===== src/rtl/core/sust_pkg.sv =====
// ----------------------------------------------------------------------------
// Sorted unique set table package
// Shared types, operation codes and constants for the sorted set table.
// ----------------------------------------------------------------------------
package sust_pkg;

   localparam int DEFAULT_CAPACITY = 64;

   localparam logic [1:0] OP_INSERT = 2'd0;
   localparam logic [1:0] OP_REMOVE = 2'd1;
   localparam logic [1:0] OP_SEARCH = 2'd2;

   // Flipping the sign bit makes an unsigned compare give the signed order.
   localparam logic [31:0] SIGN_BIAS = 32'h8000_0000;

   typedef struct packed {
      logic [1:0]         op;
      logic signed [31:0] value;
   } req_type;

   typedef struct packed {
      logic       hit;
      logic [5:0] rank;
      logic       dropped;
      logic [6:0] occupancy;
   } rsp_type;

   typedef enum logic [1:0] {
      ST_IDLE,
      ST_COMPARE,
      ST_REDUCE,
      ST_APPLY
   } state_type;

   // Command broadcast from the controller to every cell of the chain.
   typedef struct packed {
      logic compare;
      logic insert;
      logic remove;
   } cell_cmd_type;

endpackage


===== src/rtl/core/sust_cell.sv =====
// ----------------------------------------------------------------------------
// Sorted set cell
// Holds one table entry, compares it against the broadcast key and shifts
// toward or from its neighbors on insert and remove.
// ----------------------------------------------------------------------------
module sust_cell
   import sust_pkg::*;
#(
   parameter int INDEX = 0,
   parameter int CNT_W = 7
) (
   input  logic               clock,
   input  cell_cmd_type       cmd,
   input  logic [31:0]        key,
   input  logic [CNT_W-1:0]   count,
   input  logic [31:0]        left_entry,
   input  logic               left_lt,
   input  logic [31:0]        right_entry,
   output logic [31:0]        entry,
   output logic               lt,
   output logic               eq
);

   logic [31:0] entry_ff;
   logic        lt_ff;
   logic        eq_ff;
   logic        occupied;

   assign occupied = CNT_W'(INDEX) < count;

   always_ff @(posedge clock) begin
      if (cmd.compare) begin
         lt_ff <= occupied && (entry_ff < key);
         eq_ff <= occupied && (entry_ff == key);
      end
   end

   // Cells below the insertion point keep their entry. The first cell at or
   // above it takes the key, and the rest take their left neighbor's entry.
   always_ff @(posedge clock) begin
      if (cmd.insert && !lt_ff) begin
         entry_ff <= left_lt ? key : left_entry;
      end else if (cmd.remove && !lt_ff) begin
         entry_ff <= right_entry;
      end
   end

   assign entry = entry_ff;
   assign lt    = lt_ff;
   assign eq    = eq_ff;

endmodule


===== config.mk =====
export PLATFORM = sky130hd
export DESIGN_NAME = sust_cell
export DESIGN_NICKNAME = d
export VERILOG_FILES = /design/src/rtl/core/sust_pkg.sv /design/src/rtl/core/sust_cell.sv
export SDC_FILE = /design/constraint.sdc
export NUM_CORES = 1
export LEC_CHECK = 0
export BUFFER_PORTS_ARGS = -buffer_cell sky130_fd_sc_hd__buf_2
export CAP_MARGIN = 10
export CORE_MARGIN = 2
export CORE_UTILIZATION = 48
export CTS_CLUSTER_SIZE = 40
export DETAILED_ROUTE_END_ITERATION = 10
export PLACE_DENSITY = 0.86
export SLEW_MARGIN = 20
export SYNTH_ARGS = -nofsm -noshare
export SYNTH_HDL_FRONTEND = slang
export SYNTH_SLANG_ARGS = --single-unit

===== constraint.sdc =====
create_clock -name clock -period 3.3 [get_ports clock]
set_input_delay 0.66 -clock clock [delete_from_list [all_inputs] [get_ports clock]]
set_output_delay 0.66 -clock clock [all_outputs]
set_load 0.02 [all_outputs]

* Yosys cells after proc, flatten, opt, wreduce, memory -nomap -nowiden
Cells that the tools add are included. Widths: inputs -> output; s select.
Operators by class: magnitude comparators 2, reductions and logical operators 6, eq/ne operators 1, mux-type cells 3
Operator list (count):
- $mux 32 | 3
- $eq 32x32->1 | 1
- $lt 32x32->1 | 1
- $lt 1x7->1 const A | 1
- $logic_and 1x1->1 | 4
- $reduce_bool 2->1 | 1
- $logic_not 1->1 | 1
Storage, ports and cells: output and inout bits 34, register bits 34, input port bits 108, word-level logic and storage cells 15

* Depth between registers and ports, before layout
depth in word-level cells 4, mapped depth 7, gate-level depth less buffers 7

* Worst setup path before layout
No wires, ideal clock.
path type input port to flip-flop, start point input cmd[1] (netlist name), end point register entry_ff[0] (netlist: entry[0]) (enable), required time 2.878 ns, data arrival time 2.058 ns, slack 0.820 ns, stages 2, buffers on the path 0, library setup time 0.422 ns, cells stage by stage nor2_1 nor2_1
On the way: cells in the longest elaborated chain, start to end 2
RTL lines:
- from (decl) | RTL line sust_cell.sv:13 | input cell_cmd_type cmd,
- $logic_and 1x1->1 | RTL line sust_cell.sv:41 | if (cmd.insert && !lt_ff) begin
- $reduce_bool 2->1 (no line)
- to (signal assigned) | RTL line sust_cell.sv:42 | entry_ff <= left_lt ? key : left_entry;
- to (signal assigned) | RTL line sust_cell.sv:44 | entry_ff <= right_entry;
- to (decl) | RTL line sust_cell.sv:24 | logic [31:0] entry_ff;
Every way passes these cells. A chain may end at the register's enable or synchronous reset.

* Worst setup path in the final report
start point input key[14], end point register lt_ff (netlist: lt) (data pin)
On the way: cells in the longest elaborated chain, start to end 2
RTL lines:
- from (decl) | RTL line sust_cell.sv:14 | input logic [31:0] key,
- $lt 32x32->1 | RTL line sust_cell.sv:33 | lt_ff <= occupied && (entry_ff < key);
- $logic_and 1x1->1 | RTL line sust_cell.sv:33
- to (signal assigned) | RTL line sust_cell.sv:33
- to (decl) | RTL line sust_cell.sv:25 | logic lt_ff;
Every way passes these cells.

==> results.json <==
{
  "period_needed_ns": 2.00,
  "path_clk_slew_ns": 0.08,
  "final_cells": 470,
  "cp_data_required_time_ns": 3.34,
  "status": "finished, final reports clean",
  "crit_arrival_ns": 2.04,
  "cp-start-kind": "primary input",
  "r2r_slack_ns": 1.39,
  "crit_type": "in -> reg",
  "cp.depth": 8,
  "drive_gt1_frac": 0.383,
  "grt.total_usage": 0.220,
  "hold_class": "in -> reg",
  "crit_family": "simple AND/OR/NAND/NOR gates",
  "detail_route.wl_per_cell_microns": 13.7,
  "post-place-ws_ns": 1.04,
  "holdPathStages": 1,
  "clk_latency_ns": 0.29,
  "rows": 26,
  "cts_tree": "yes",
  "worstReg2RegEnd": "lt",
  "crit_path_end_kind": "flip-flop",
  "hold_violations": 0,
  "route.vias.total": 2359,
  "gp_congestion": 0.833,
  "crit_chain": "buf_2, inv_1, ha_1, nand4_1, nor4_1, o21ai_0, o211ai_1, a21oi_1",
  "io_pins": 142,
  "clockRootBuffer": "clkbuf_8",
  "synth_top_area_frac": 0.406,
  "drt_first_pass_iters": 5,
  "final_util": 0.668,
  "ys_types": 26,
  "cts_resized": 0,
  "viasPerCell": 5.02,
  "cts_hold_buf": 0,
  "final_max_slew_viol_count": 0,
  "worst-path-buf-inv": 2,
  "fin_skew_ns": 0.00707,
  "postCtsSetupRepairBufs": 0,
  "tns_ns": 0,
  "synthTopCellsByCount": "42 x nand2_1, 37 x o21ai_0, 34 x edfxtp_1",
  "overflow": 0,
  "slowest_delay_ns": 0.38,
  "yosysWarnings": 0,
  "grt_pass1_vias": 2403,
  "clock-sinks": 34,
  "setup_ws_ns": 1.30,
  "slowest_stage": "nor4_1",
  "synth_edf_count": 34,
  "cap_violations": 0,
  "antenna_found_initial": 0,
  "power.density_nw_per_um2": 385,
  "drc": 0,
  "die_w_microns": 76.4,
  "slew_headroom": 0.341,
  "hold_end": "lt",
  "yosysMostFrequentCell": "nand2_1",
  "fin_crit_sh": 0.606,
  "async_reset_ff_frac": 0,
  "die_area_sq_um": 5840,
  "avgSynthCellArea_sq_um": 9.61,
  "setup_viol": 0,
  "die_h_microns": 76.4,
  "final_nets": 539,
  "max-vdd-ir-drop_mv": 0.226,
  "drt_wl_total_mm": 6.46,
  "start_util": 0.496,
  "timing.rr.start": "entry[14]",
  "synth-main-ff-cell": "edfxtp_1",
  "hpwl_mm": 5.06,
  "syn_inst": 262,
  "cts_made_buffers": 5,
  "antennaDiodeCount": 0,
  "grt_max_degree": 65,
  "portBuffers": 141,
  "p_leak_uw": 0.00182,
  "htree_levels": 2,
  "synth_fp_nets": 402,
  "tightest_slew_ns": 0.988,
  "ant_nets": 0,
  "critPathMaxFanout": 3,
  "core_sq_um": 5070,
  "rsz0062_at_grt": "no",
  "ys_top_cells_by_area": "edfxtp_1 41%, ha_1 16%, mux2i_1 13%",
  "clockBufferDepth": 2,
  "ys_seq_area_frac": 0.406,
  "reg2reg_depth": 6,
  "area_growth_pct": 34.6,
  "drt_iter0_markers": 64,
  "fmaxAchievable_mhz": 500,
  "yosysTopAreaCell": "edfxtp_1",
  "worstHoldStart": "cmd[2]",
  "finalPower_uw": 1300,
  "synth_area_sq_um": 2520,
  "synth-seq-cells": 34,
  "dpl.cell_count": 462,
  "grt_pass1_wl_mm": 10.3
}
-- registers in the layout, summed over array words and instances, names as in the netlist --
signal,count
lt,1
eq,1
entry,32
-- layer usage --
layer / part of all wire / global-route usage / vias up
met1: 0.42 / 0.252 / 1063
li1: - / - / 1206
met4: 0.019 / 0.0836 / 0
met5: 0 / 0 / -
met3: 0.041 / 0.0320 / 12
met2: 0.52 / 0.412 / 78
-- worst max path at each step --
| stage | start | endpoint | slack (ns) |
|---|---|---|---|
| 3_3_place_gp | key[14] | lt | 1.14 |
| 5_1_grt | key[14] | lt | 1.14 |
| 2_1_floorplan | cmd[1] | entry[0] | 0.82 |
| 6_report | key[14] | lt | 1.30 |
| 4_1_cts | key[14] | lt | 1.32 |
| 3_5_place_dp | key[14] | lt | 1.04 |
-- layout make-up --
| type | count | area [sq um] |
|---|---|---|
| fillers | 436 | 1690 |
| clock buffers | 5 | 68.8 |
| clock inverters | 3 | 40.0 |
| well taps | 70 | 87.6 |
| inverters | 33 | 124 |
| multi-input cells | 184 | 1340 |
| flip-flops and latches | 34 | 1020 |
| repair buffers | 141 | 706 |
-- worst reg2reg max path, delay by kind of cell, from the launching register on --
family | cells | cell delay (ns)
compound gates | 3 | 0.40
fa+ha+maj | 1 | 0.33
flops | 1 | 0.39
simple gates | 2 | 0.55
-- where the power goes --
part,total [uW],switching (uW),internal [uW]
clock network,382,159,222
registers,553,21.5,532
logic,370,213,156
-- cell families (layout without fill, tap and decap cells) --
| group | after synthesis | count (layout) | synth area share |
|---|---|---|---|
| muxes | 32 | 32 | 0.127 |
| adders and majority gates | 32 | 32 | 0.159 |
| buffers and inverters | 44 | 182 | 0.0671 |
| AOI/OAI and AO/OA | 56 | 56 | 0.119 |
| DFF | 34 | 34 | 0.406 |
| and+or+nand+nor | 64 | 64 | 0.122 |
-- layout by cell type, fill, tap and decap left out --
cell | netlist | routed
nand4_1 | 3 | 3
nand2b_1 | 2 | 1
and3_1 | 1 | 1
or4_4 | 1 | 1
nor2b_1 | 1 | 1
nor3_1 | 1 | 1
a21o_1 | 2 | 2
nor2_4 | 0 | 1
o211ai_1 | 1 | 1
ha_1 | 32 | 32
o2111ai_1 | 1 | 1
a221oi_1 | 1 | 1
and4_1 | 3 | 3
nand3_1 | 2 | 2
nor2_1 | 5 | 4
nand2_1 | 42 | 42
buf_2 | 3 | 141
clkinv_2 | 0 | 2
nand2b_4 | 0 | 1
a221o_1 | 1 | 1
and2_0 | 1 | 1
nor4_4 | 1 | 1
a21oi_1 | 13 | 13
mux2i_1 | 32 | 32
o21ai_0 | 37 | 37
edfxtp_1 | 34 | 34
inv_1 | 33 | 33
clkbuf_8 | 0 | 5
nor4_1 | 1 | 1
bufinv_16 | 0 | 1
-- through the flow --
stage / hold WS, ns / area (sq um)
floorplan: 0.772 / 2520
global placement: 0.801 / 3280
detailed placement: 0.823 / 3280
CTS: 0.583 / 3380
global route: 0.589 / 3390
finish: 0.593 / 3390
(Power assumes the default switching activity.)
