### src/rtl/core/sust_pkg.sv
// ----------------------------------------------------------------------------
// Sorted unique set table package
// Shared types, operation codes and constants for the sorted set table.
// ----------------------------------------------------------------------------
package sust_pkg;

   localparam int DEFAULT_CAPACITY = 64;

   localparam logic [1:0] OP_INSERT = 2'd0;
   localparam logic [1:0] OP_REMOVE = 2'd1;
   localparam logic [1:0] OP_SEARCH = 2'd2;

   // Flipping the sign bit makes an unsigned compare give the signed order.
   localparam logic [31:0] SIGN_BIAS = 32'h8000_0000;

   typedef struct packed {
      logic [1:0]         op;
      logic signed [31:0] value;
   } req_type;

   typedef struct packed {
      logic       hit;
      logic [5:0] rank;
      logic       dropped;
      logic [6:0] occupancy;
   } rsp_type;

   typedef enum logic [1:0] {
      ST_IDLE,
      ST_COMPARE,
      ST_REDUCE,
      ST_APPLY
   } state_type;

   // Command broadcast from the controller to every cell of the chain.
   typedef struct packed {
      logic compare;
      logic insert;
      logic remove;
   } cell_cmd_type;

endpackage

### src/rtl/core/sust_reduce.sv
// ----------------------------------------------------------------------------
// Sorted set match reducer
// Collapses the per-cell match flags into a hit flag and the matching rank.
// ----------------------------------------------------------------------------
module sust_reduce
   import sust_pkg::*;
#(
   parameter int CAPACITY = DEFAULT_CAPACITY,
   parameter int IDX_W    = 6
) (
   input  logic [CAPACITY-1:0] eq,
   output logic                hit,
   output logic [IDX_W-1:0]    rank
);

   // At most one cell matches, since the table holds no duplicates.
   always_comb begin
      rank = '0;
      for (int i = 0; i < CAPACITY; i++) begin
         if (eq[i]) begin
            rank = rank | IDX_W'(i);
         end
      end
   end

   assign hit = |eq;

endmodule

### config.mk
export PLATFORM = sky130hd
export DESIGN_NAME = sust_reduce
export DESIGN_NICKNAME = d
export VERILOG_FILES = /design/src/rtl/core/sust_pkg.sv /design/src/rtl/core/sust_reduce.sv
export SDC_FILE = /design/constraint.sdc
export NUM_CORES = 1
export LEC_CHECK = 0
export BUFFER_PORTS_ARGS = -buffer_cell sky130_fd_sc_hd__buf_4
export CAP_MARGIN = 25
export CELL_PAD_IN_SITES_DETAIL_PLACEMENT = 0
export CELL_PAD_IN_SITES_GLOBAL_PLACEMENT = 1
export CORE_MARGIN = 2
export CORE_UTILIZATION = 14
export DETAILED_ROUTE_END_ITERATION = 7
export PLACE_DENSITY_LB_ADDON = 0.08
export SETUP_SLACK_MARGIN = 0.5
export SYNTH_ARGS = -nofsm -noshare
export SYNTH_HDL_FRONTEND = slang
export SYNTH_SLANG_ARGS = --single-unit
### constraint.sdc
create_clock -name vclk -period 2.75
set_clock_uncertainty 0.1 [all_clocks]
set_input_delay 0.1375 -clock vclk [all_inputs]
set_output_delay 0.1375 -clock vclk [all_outputs]
set_load 0.005 [all_outputs]
---- Word level (Yosys, flattened, before mapping) ----
Cells that the tools add are included.
word-level totals
  input port bits ......................... 64
  register bits after elaboration ......... 0
  logic and storage cells ................. 64
cells by class
  reductions and logical operators ........ 1
  muxes and demuxes ....................... 63
operators by type and width
  cell                 number
  two-way mux 6 bit    32
  two-way mux 5 bit    16
  OR reduction 64 bit  1
  two-way mux 4 bit    8
  two-way mux 3 bit    4
  two-way mux 2 bit    2
  two-way mux 1 bit    1

---- Longest topological paths before layout ----
Gate-level depths: netlist of run 1.
  depth in word-level cells ............... 63
  gate-level depth with buffers ........... 4
  mapped depth without buffers ............ 4

---- Least setup slack after synthesis of run 1 ----
No wires, ideal clock.
  path kind ............................... input to output
  start ................................... input eq[28]
  end ..................................... output rank[4]
  path slack .............................. 1616 ps
  required time ........................... 2513 ps
  stages .................................. 3
  data arrival time ....................... 897 ps
  cell sequence ........................... nor4_1 > nand2_1 > or3_1
on the way
  word-level cells in the longest chain between the ends .. 36
ends and longest elaborated chain
  item                              RTL line           source
  start, declared                   sust_reduce.sv:11  input logic [CAPACITY-1:0] eq,
  two-way mux 5 bit (4 in series)   sust_reduce.sv:20  if (eq[i]) begin
  two-way mux 6 bit (32 in series)  sust_reduce.sv:20
  end, declared                     sust_reduce.sv:13  output logic [IDX_W-1:0] rank
No other way between the ends.

---- Worst setup path after layout of run 1 ----
  start ................................... input eq[41]
  end ..................................... output hit
on the way
  word-level cells in the longest chain between the ends .. 1
ends and longest elaborated chain
  item                 RTL line           source
  OR reduction 64 bit  sust_reduce.sv:26  assign hit = |eq;
  end, declared        sust_reduce.sv:12  output logic hit,
No other way between the ends.

==> results.sh, run 1 <==
export IMPL_hold_path_end="rank[3]"
export IMPL_hold_path_cell_count=4
export IMPL_die_area_sq_um=2930
export IMPL_ios=71
export IMPL_start_util_pct=14.5
export IMPL_syn_area_per_cell_sq_um=6.06
export IMPL_multiInputGateArea_sq_um=352
export IMPL_path_delay_family="simple AND/OR/NAND/NOR gates"
export IMPL_tightest_slew_ps=507
export IMPL_syn_inst=58
export IMPL_fp_dieH_um=54.1
export IMPL_cp_arrival_ps=1360
export IMPL_maxCapViolations=0
export IMPL_finalSetupViolCount=0
export IMPL_core_region_area_sq_um=2430
export IMPL_p_total_mw=0.0980
export IMPL_synth_cell_types=10
export IMPL_relSlewSlack_pct=65.9
export IMPL_swShare_pct=34.3
export IMPL_grt_pass1_wl_um=3060
export IMPL_grt_total_usage_pct=14.2
export IMPL_synth_cell_area_sq_um=352
export IMPL_via_per_inst=4.86
export IMPL_diodes=0
export IMPL_post_cts_setup_buffers=0
export IMPL_crit_fanout=2
export IMPL_synth_top_cell_area_share_pct=39.1
export IMPL_grt_pass1_vias=722
export IMPL_routed_wire_length_per_instance_um=13.3
export IMPL_nets=195
export IMPL_synth_seq_area_share_pct=0
export IMPL_startpoint_type="input pin"
export IMPL_timing_final_max_slew_violations=0
export IMPL_critical_path_class="in -> out"
export IMPL_power_frac_seq_pct=0
export IMPL_p_per_area_nw_per_um2=106
export IMPL_yosys_warnings=0
export IMPL_vdd_drop_max_uv=41.0
export IMPL_yosysTopAreaCell="nor4_1"
export IMPL_crit_chain="buf_4, nor4_1, nand4_1, nor3_1, nand3_1, buf_4"
export IMPL_switchingPower_mw=0.0336
export IMPL_max_stage_delay_ps=470
export IMPL_io_buffer_count=71
export IMPL_drive_gt1_share_pct=58.9
export IMPL_row_count=18
export IMPL_postCtsHoldBufs=0
export IMPL_status="finished, final reports clean"
export IMPL_path_buf_inv=2
export IMPL_drtIter0Drc=12
export IMPL_grt_max_degree=4
export IMPL_yosysMostFrequentCell="nor4_1"
export IMPL_synth_commonest_cells="22 x nor4_1, 10 x nor2_1, 6 x nand4_1"
export IMPL_fillerInstances=277
export IMPL_cts_repair_resized=0
export IMPL_place_congestion=0.760
export IMPL_hold_viol_final=0
export IMPL_crit_slowest_cell="nor4_1"
export IMPL_syn_to_final_growth_pct=162
export IMPL_clkbuf_count=0
export IMPL_critPathRequiredTime_ps=2510
export IMPL_power_leakage_nw=0.377
export IMPL_syn_nets=122
export IMPL_power_frac_comb_pct=100.0
export IMPL_fmax_mhz=625
export IMPL_cpMostUsedCell="buf_4"
export IMPL_drc=0
export IMPL_min_delay_start="eq[24]"
export IMPL_firstDrtPassIters=4
export IMPL_antenna_left=0
export IMPL_design_seq_count=0
export IMPL_min_period_ps=1600
export IMPL_tns_ps=0
export IMPL_regArea_sq_um=0
export IMPL_rsz0062_at_grt="no"
export IMPL_antenna_found_initial=0
export IMPL_post_route_util_pct=37.9
export IMPL_fin_crit_sh_pct=58.1
export IMPL_routed_wl_um=2110
export IMPL_clockPowerShare_pct=0
export IMPL_internal_power_mw=0.0644
export IMPL_end_kind="output pin"
export IMPL_synth_area_top_cells="nor4_1 39%, nor4_2 18%, nand4_1 11%"
export IMPL_hp_class="in -> out"
export IMPL_die_x_um=54.1
export IMPL_vias=773
export IMPL_grt_overflow=0
[cells by family (layout without fill, tap and decap cells)]
family,Yosys count,after routing,synth area share [%]
buffers and inverters,0,71,0
and+or+nand+nor,58,58,100
[power groups by stage]
stage / Clock, mW / Sequential, mW / Combinational [mW]
global placement: 0 / 0 / 0.0983
detailed placement: 0 / 0 / 0.0995
floorplan: 0 / 0 / 0.0114
CTS: 0 / 0 / 0.0999
global route: 0 / 0 / 0.108
finish: 0 / 0 / 0.0980
[metrics by stage]
step	std cells	instance area [sq um]	worst slack (ps)	hold slack (ps)
floorplan	58	352	1620	262
global placement	159	922	1150	467
detailed placement	159	922	1150	457
CTS	159	922	1140	460
global route	159	922	1000	476
finish	159	922	1150	456
[how the worst max path moves through the flow]
stage               cells after the start  endpoint  slack (ps)  startpoint
finish                                  6       hit        1150      eq[41]
floorplan                               3   rank[4]        1620      eq[28]
CTS                                     5   rank[4]        1140      eq[28]
detailed placement                      5   rank[4]        1150      eq[28]
global route                            6       hit        1000      eq[41]
global placement                        5   rank[4]        1150      eq[28]
[cell type report]
cell class	count	area share [%]
Tap cell	30	4.07
Multi-Input combinational cell	58	38.1
Timing Repair Buffer	71	57.8
[metal layers]
metal / vias up / GRT usage [%] / routed length (um)
met1: 339 / 18.5 / 835
li1: 396 / - / -
met5: - / 0 / 0
met2: 38 / 26.8 / 1040
met4: 0 / 0 / 0
met3: 0 / 0.833 / 230
[layout by cell type, fill, tap and decap left out]
cell type  Yosys  routed
and3_1         1       1
and4_1         1       1
buf_4          0      71
nand2_1        5       5
nand3_1        5       5
nand4_1        6       6
nor2_1        10      10
nor3_1         1       1
nor4_1        22      22
nor4_2         5       5
or3_1          2       2
Note: power is estimated with default switching activity, not from simulation.
==> inputs of run 2 (changes only) <==
--- a/config.mk
+++ b/config.mk
@@ -10,7 +10,7 @@
 export CELL_PAD_IN_SITES_DETAIL_PLACEMENT = 0
 export CELL_PAD_IN_SITES_GLOBAL_PLACEMENT = 1
 export CORE_MARGIN = 2
-export CORE_UTILIZATION = 14
+export CORE_UTILIZATION = 13
 export DETAILED_ROUTE_END_ITERATION = 7
 export PLACE_DENSITY_LB_ADDON = 0.08
 export SETUP_SLACK_MARGIN = 0.5
==> constraint.sdc (replaced) <==
create_clock -name vclk -period 1.6
set_clock_uncertainty 0.1 [all_clocks]
set_input_delay 0.08 -clock vclk [all_inputs]
set_output_delay 0.08 -clock vclk [all_outputs]
set_load 0.005 [all_outputs]
==> run 2 against run 1 <==
  * Cell area increased by 46%
  * Worst setup slack got worse by 890 ps
  * Via count is 6.6% higher
  * First-iteration DRC count is 17% lower
  * Combinational power rose to 2.7 times the previous value
  * Die area is 7.1% higher
  * Largest cell class unchanged
  * Largest power group unchanged
  * Sequential cell count did not move
  * Hold slack lost 86 ps
  * Routed wire length grew 21%
  * Sequential share of layout area unchanged
  * Non-clock buffer count rose by 7
==> results.sh, run 2 (synthesized netlist as in run 1, its figures left out) <==
export IMPL_regArea_sq_um=0
export IMPL_min_period_ps=1340
export IMPL_hold_viol_final=0
export IMPL_dp_hpwl_um=2050
export IMPL_vias=824
export IMPL_critPathRequiredTime_ps=1420
export IMPL_syn_to_final_growth_pct=283
export IMPL_finalSetupViolCount=0
export IMPL_crit_slowest_cell="or3_4"
export IMPL_firstDrtPassIters=4
export IMPL_drtIter0Drc=10
export IMPL_tightest_slew_ps=370
export IMPL_final_common_cell="buf_4"
export IMPL_fin_crit_sh_pct=83.9
export IMPL_startpoint_type="input pin"
export IMPL_die_area_sq_um=3140
export IMPL_internal_power_mw=0.155
export IMPL_hp_class="in -> out"
export IMPL_tns_ps=0
export IMPL_p_per_area_nw_per_um2=196
export IMPL_clkbuf_count=0
export IMPL_fp_dieH_um=56.0
export IMPL_io_buffer_count=71
export IMPL_grt_total_usage_pct=15.7
export IMPL_relSlewSlack_pct=75.1
export IMPL_row_count=18
export IMPL_crit_chain="buf_6, nor4_4, nand3_1, or3_4, buf_6"
export IMPL_multiInputGateArea_sq_um=619
export IMPL_routed_wl_um=2540
export IMPL_cp_arrival_ps=1160
export IMPL_die_x_um=56.0
export IMPL_power_leakage_nw=0.485
export IMPL_antenna_left=0
export IMPL_fillerInstances=241
export IMPL_min_delay_start="eq[41]"
export IMPL_place_congestion=0.788
export IMPL_path_delay_family="simple AND/OR/NAND/NOR gates"
export IMPL_stdcell_area_sq_um=1350
export IMPL_grt_overflow=0
export IMPL_clockPowerShare_pct=0
export IMPL_via_per_inst=4.96
export IMPL_max_stage_delay_ps=390
export IMPL_crit_fanout=2
export IMPL_cpMostUsedCell="buf_6"
export IMPL_maxCapViolations=0
export IMPL_antenna_found_initial=0
export IMPL_drive_gt1_share_pct=76.5
export IMPL_nets=202
export IMPL_vdd_drop_max_uv=120
export IMPL_grt_pass1_wl_um=4060
export IMPL_power_frac_seq_pct=0
export IMPL_grt_max_degree=4
export IMPL_end_kind="output pin"
export IMPL_design_seq_count=0
export IMPL_drc=0
export IMPL_place_area_sq_um=922
export IMPL_critical_path_class="in -> out"
export IMPL_ios=71
export IMPL_worstSetupStartpoint="eq[22]"
export IMPL_rsz0062_at_grt="yes"
export IMPL_final_cell_mix="56 x buf_4, 17 x nor4_4, 16 x buf_6, 9 x nor2_1, 7 x nor4_1"
export IMPL_status="finished, final reports clean"
export IMPL_start_util_pct=13.9
export IMPL_power_frac_comb_pct=100.0
export IMPL_fmax_mhz=745
export IMPL_core_region_area_sq_um=2520
export IMPL_routed_wire_length_per_instance_um=15.3
export IMPL_switchingPower_mw=0.108
export IMPL_timing_final_max_slew_violations=0
export IMPL_path_buf_inv=2
export IMPL_grt_pass1_vias=900
export IMPL_swShare_pct=41.1
export IMPL_diodes=0
## run 2: changes by cell type in the layout (fill, tap and decap cells not counted), sizes merged
cell / change
buf: +7
## run 2: what timing repair did
action	CTS	global route
hold endpoints to repair	0	0
hold buffers	0	0
gates resized for setup	54	12
setup endpoints to repair	7	7
buffers inserted	6	1
pin swaps	29	13
## run 2: routing by layer
metal / up-vias / share of wire [%] / GRT usage (%)
met2: 43 / 50 / 29.7
met3: 0 / 8.9 / 2.09
met1: 370 / 41 / 19.8
met5: - / 0 / 0
met4: 0 / 0 / 0
li1: 411 / - / -
## run 2: power groups by stage
stage	registers [mW]	logic, mW	clock network, mW
after detailed placement	0	0.171	0
after floorplan	0	0.0196	0
after global routing	0	0.280	0
after CTS	0	0.255	0
final	0	0.264	0
after global placement	0	0.170	0
## run 2: path summary, 6_finish.rpt
| check | end | slack [ps] | cells after the start |
|---|---|---|---|
| min | rank[3] | 370 | 4 |
| max | rank[4] | 260 | 5 |
## run 2: cell type report
type | count | share of cell area [%]
multi-input combinational | 58 | 46.0
tap | 30 | 2.79
timing repair buffer | 78 | 51.3
## run 2: per-stage QoR
| step | power [mW] | setup slack, ps | cells | hold WS, ps | util [%] |
|---|---|---|---|---|---|
| final | 0.264 | 257 | 166 | 371 | 53.4 |
| after global routing | 0.280 | 233 | 166 | 380 | 53.4 |
| after CTS | 0.255 | 292 | 165 | 373 | 51.1 |
| after detailed placement | 0.171 | 165 | 159 | 351 | 36.6 |
| after global placement | 0.170 | 166 | 159 | 354 | 36.6 |
| after floorplan | 0.0196 | 581 | 58 | 147 | - |
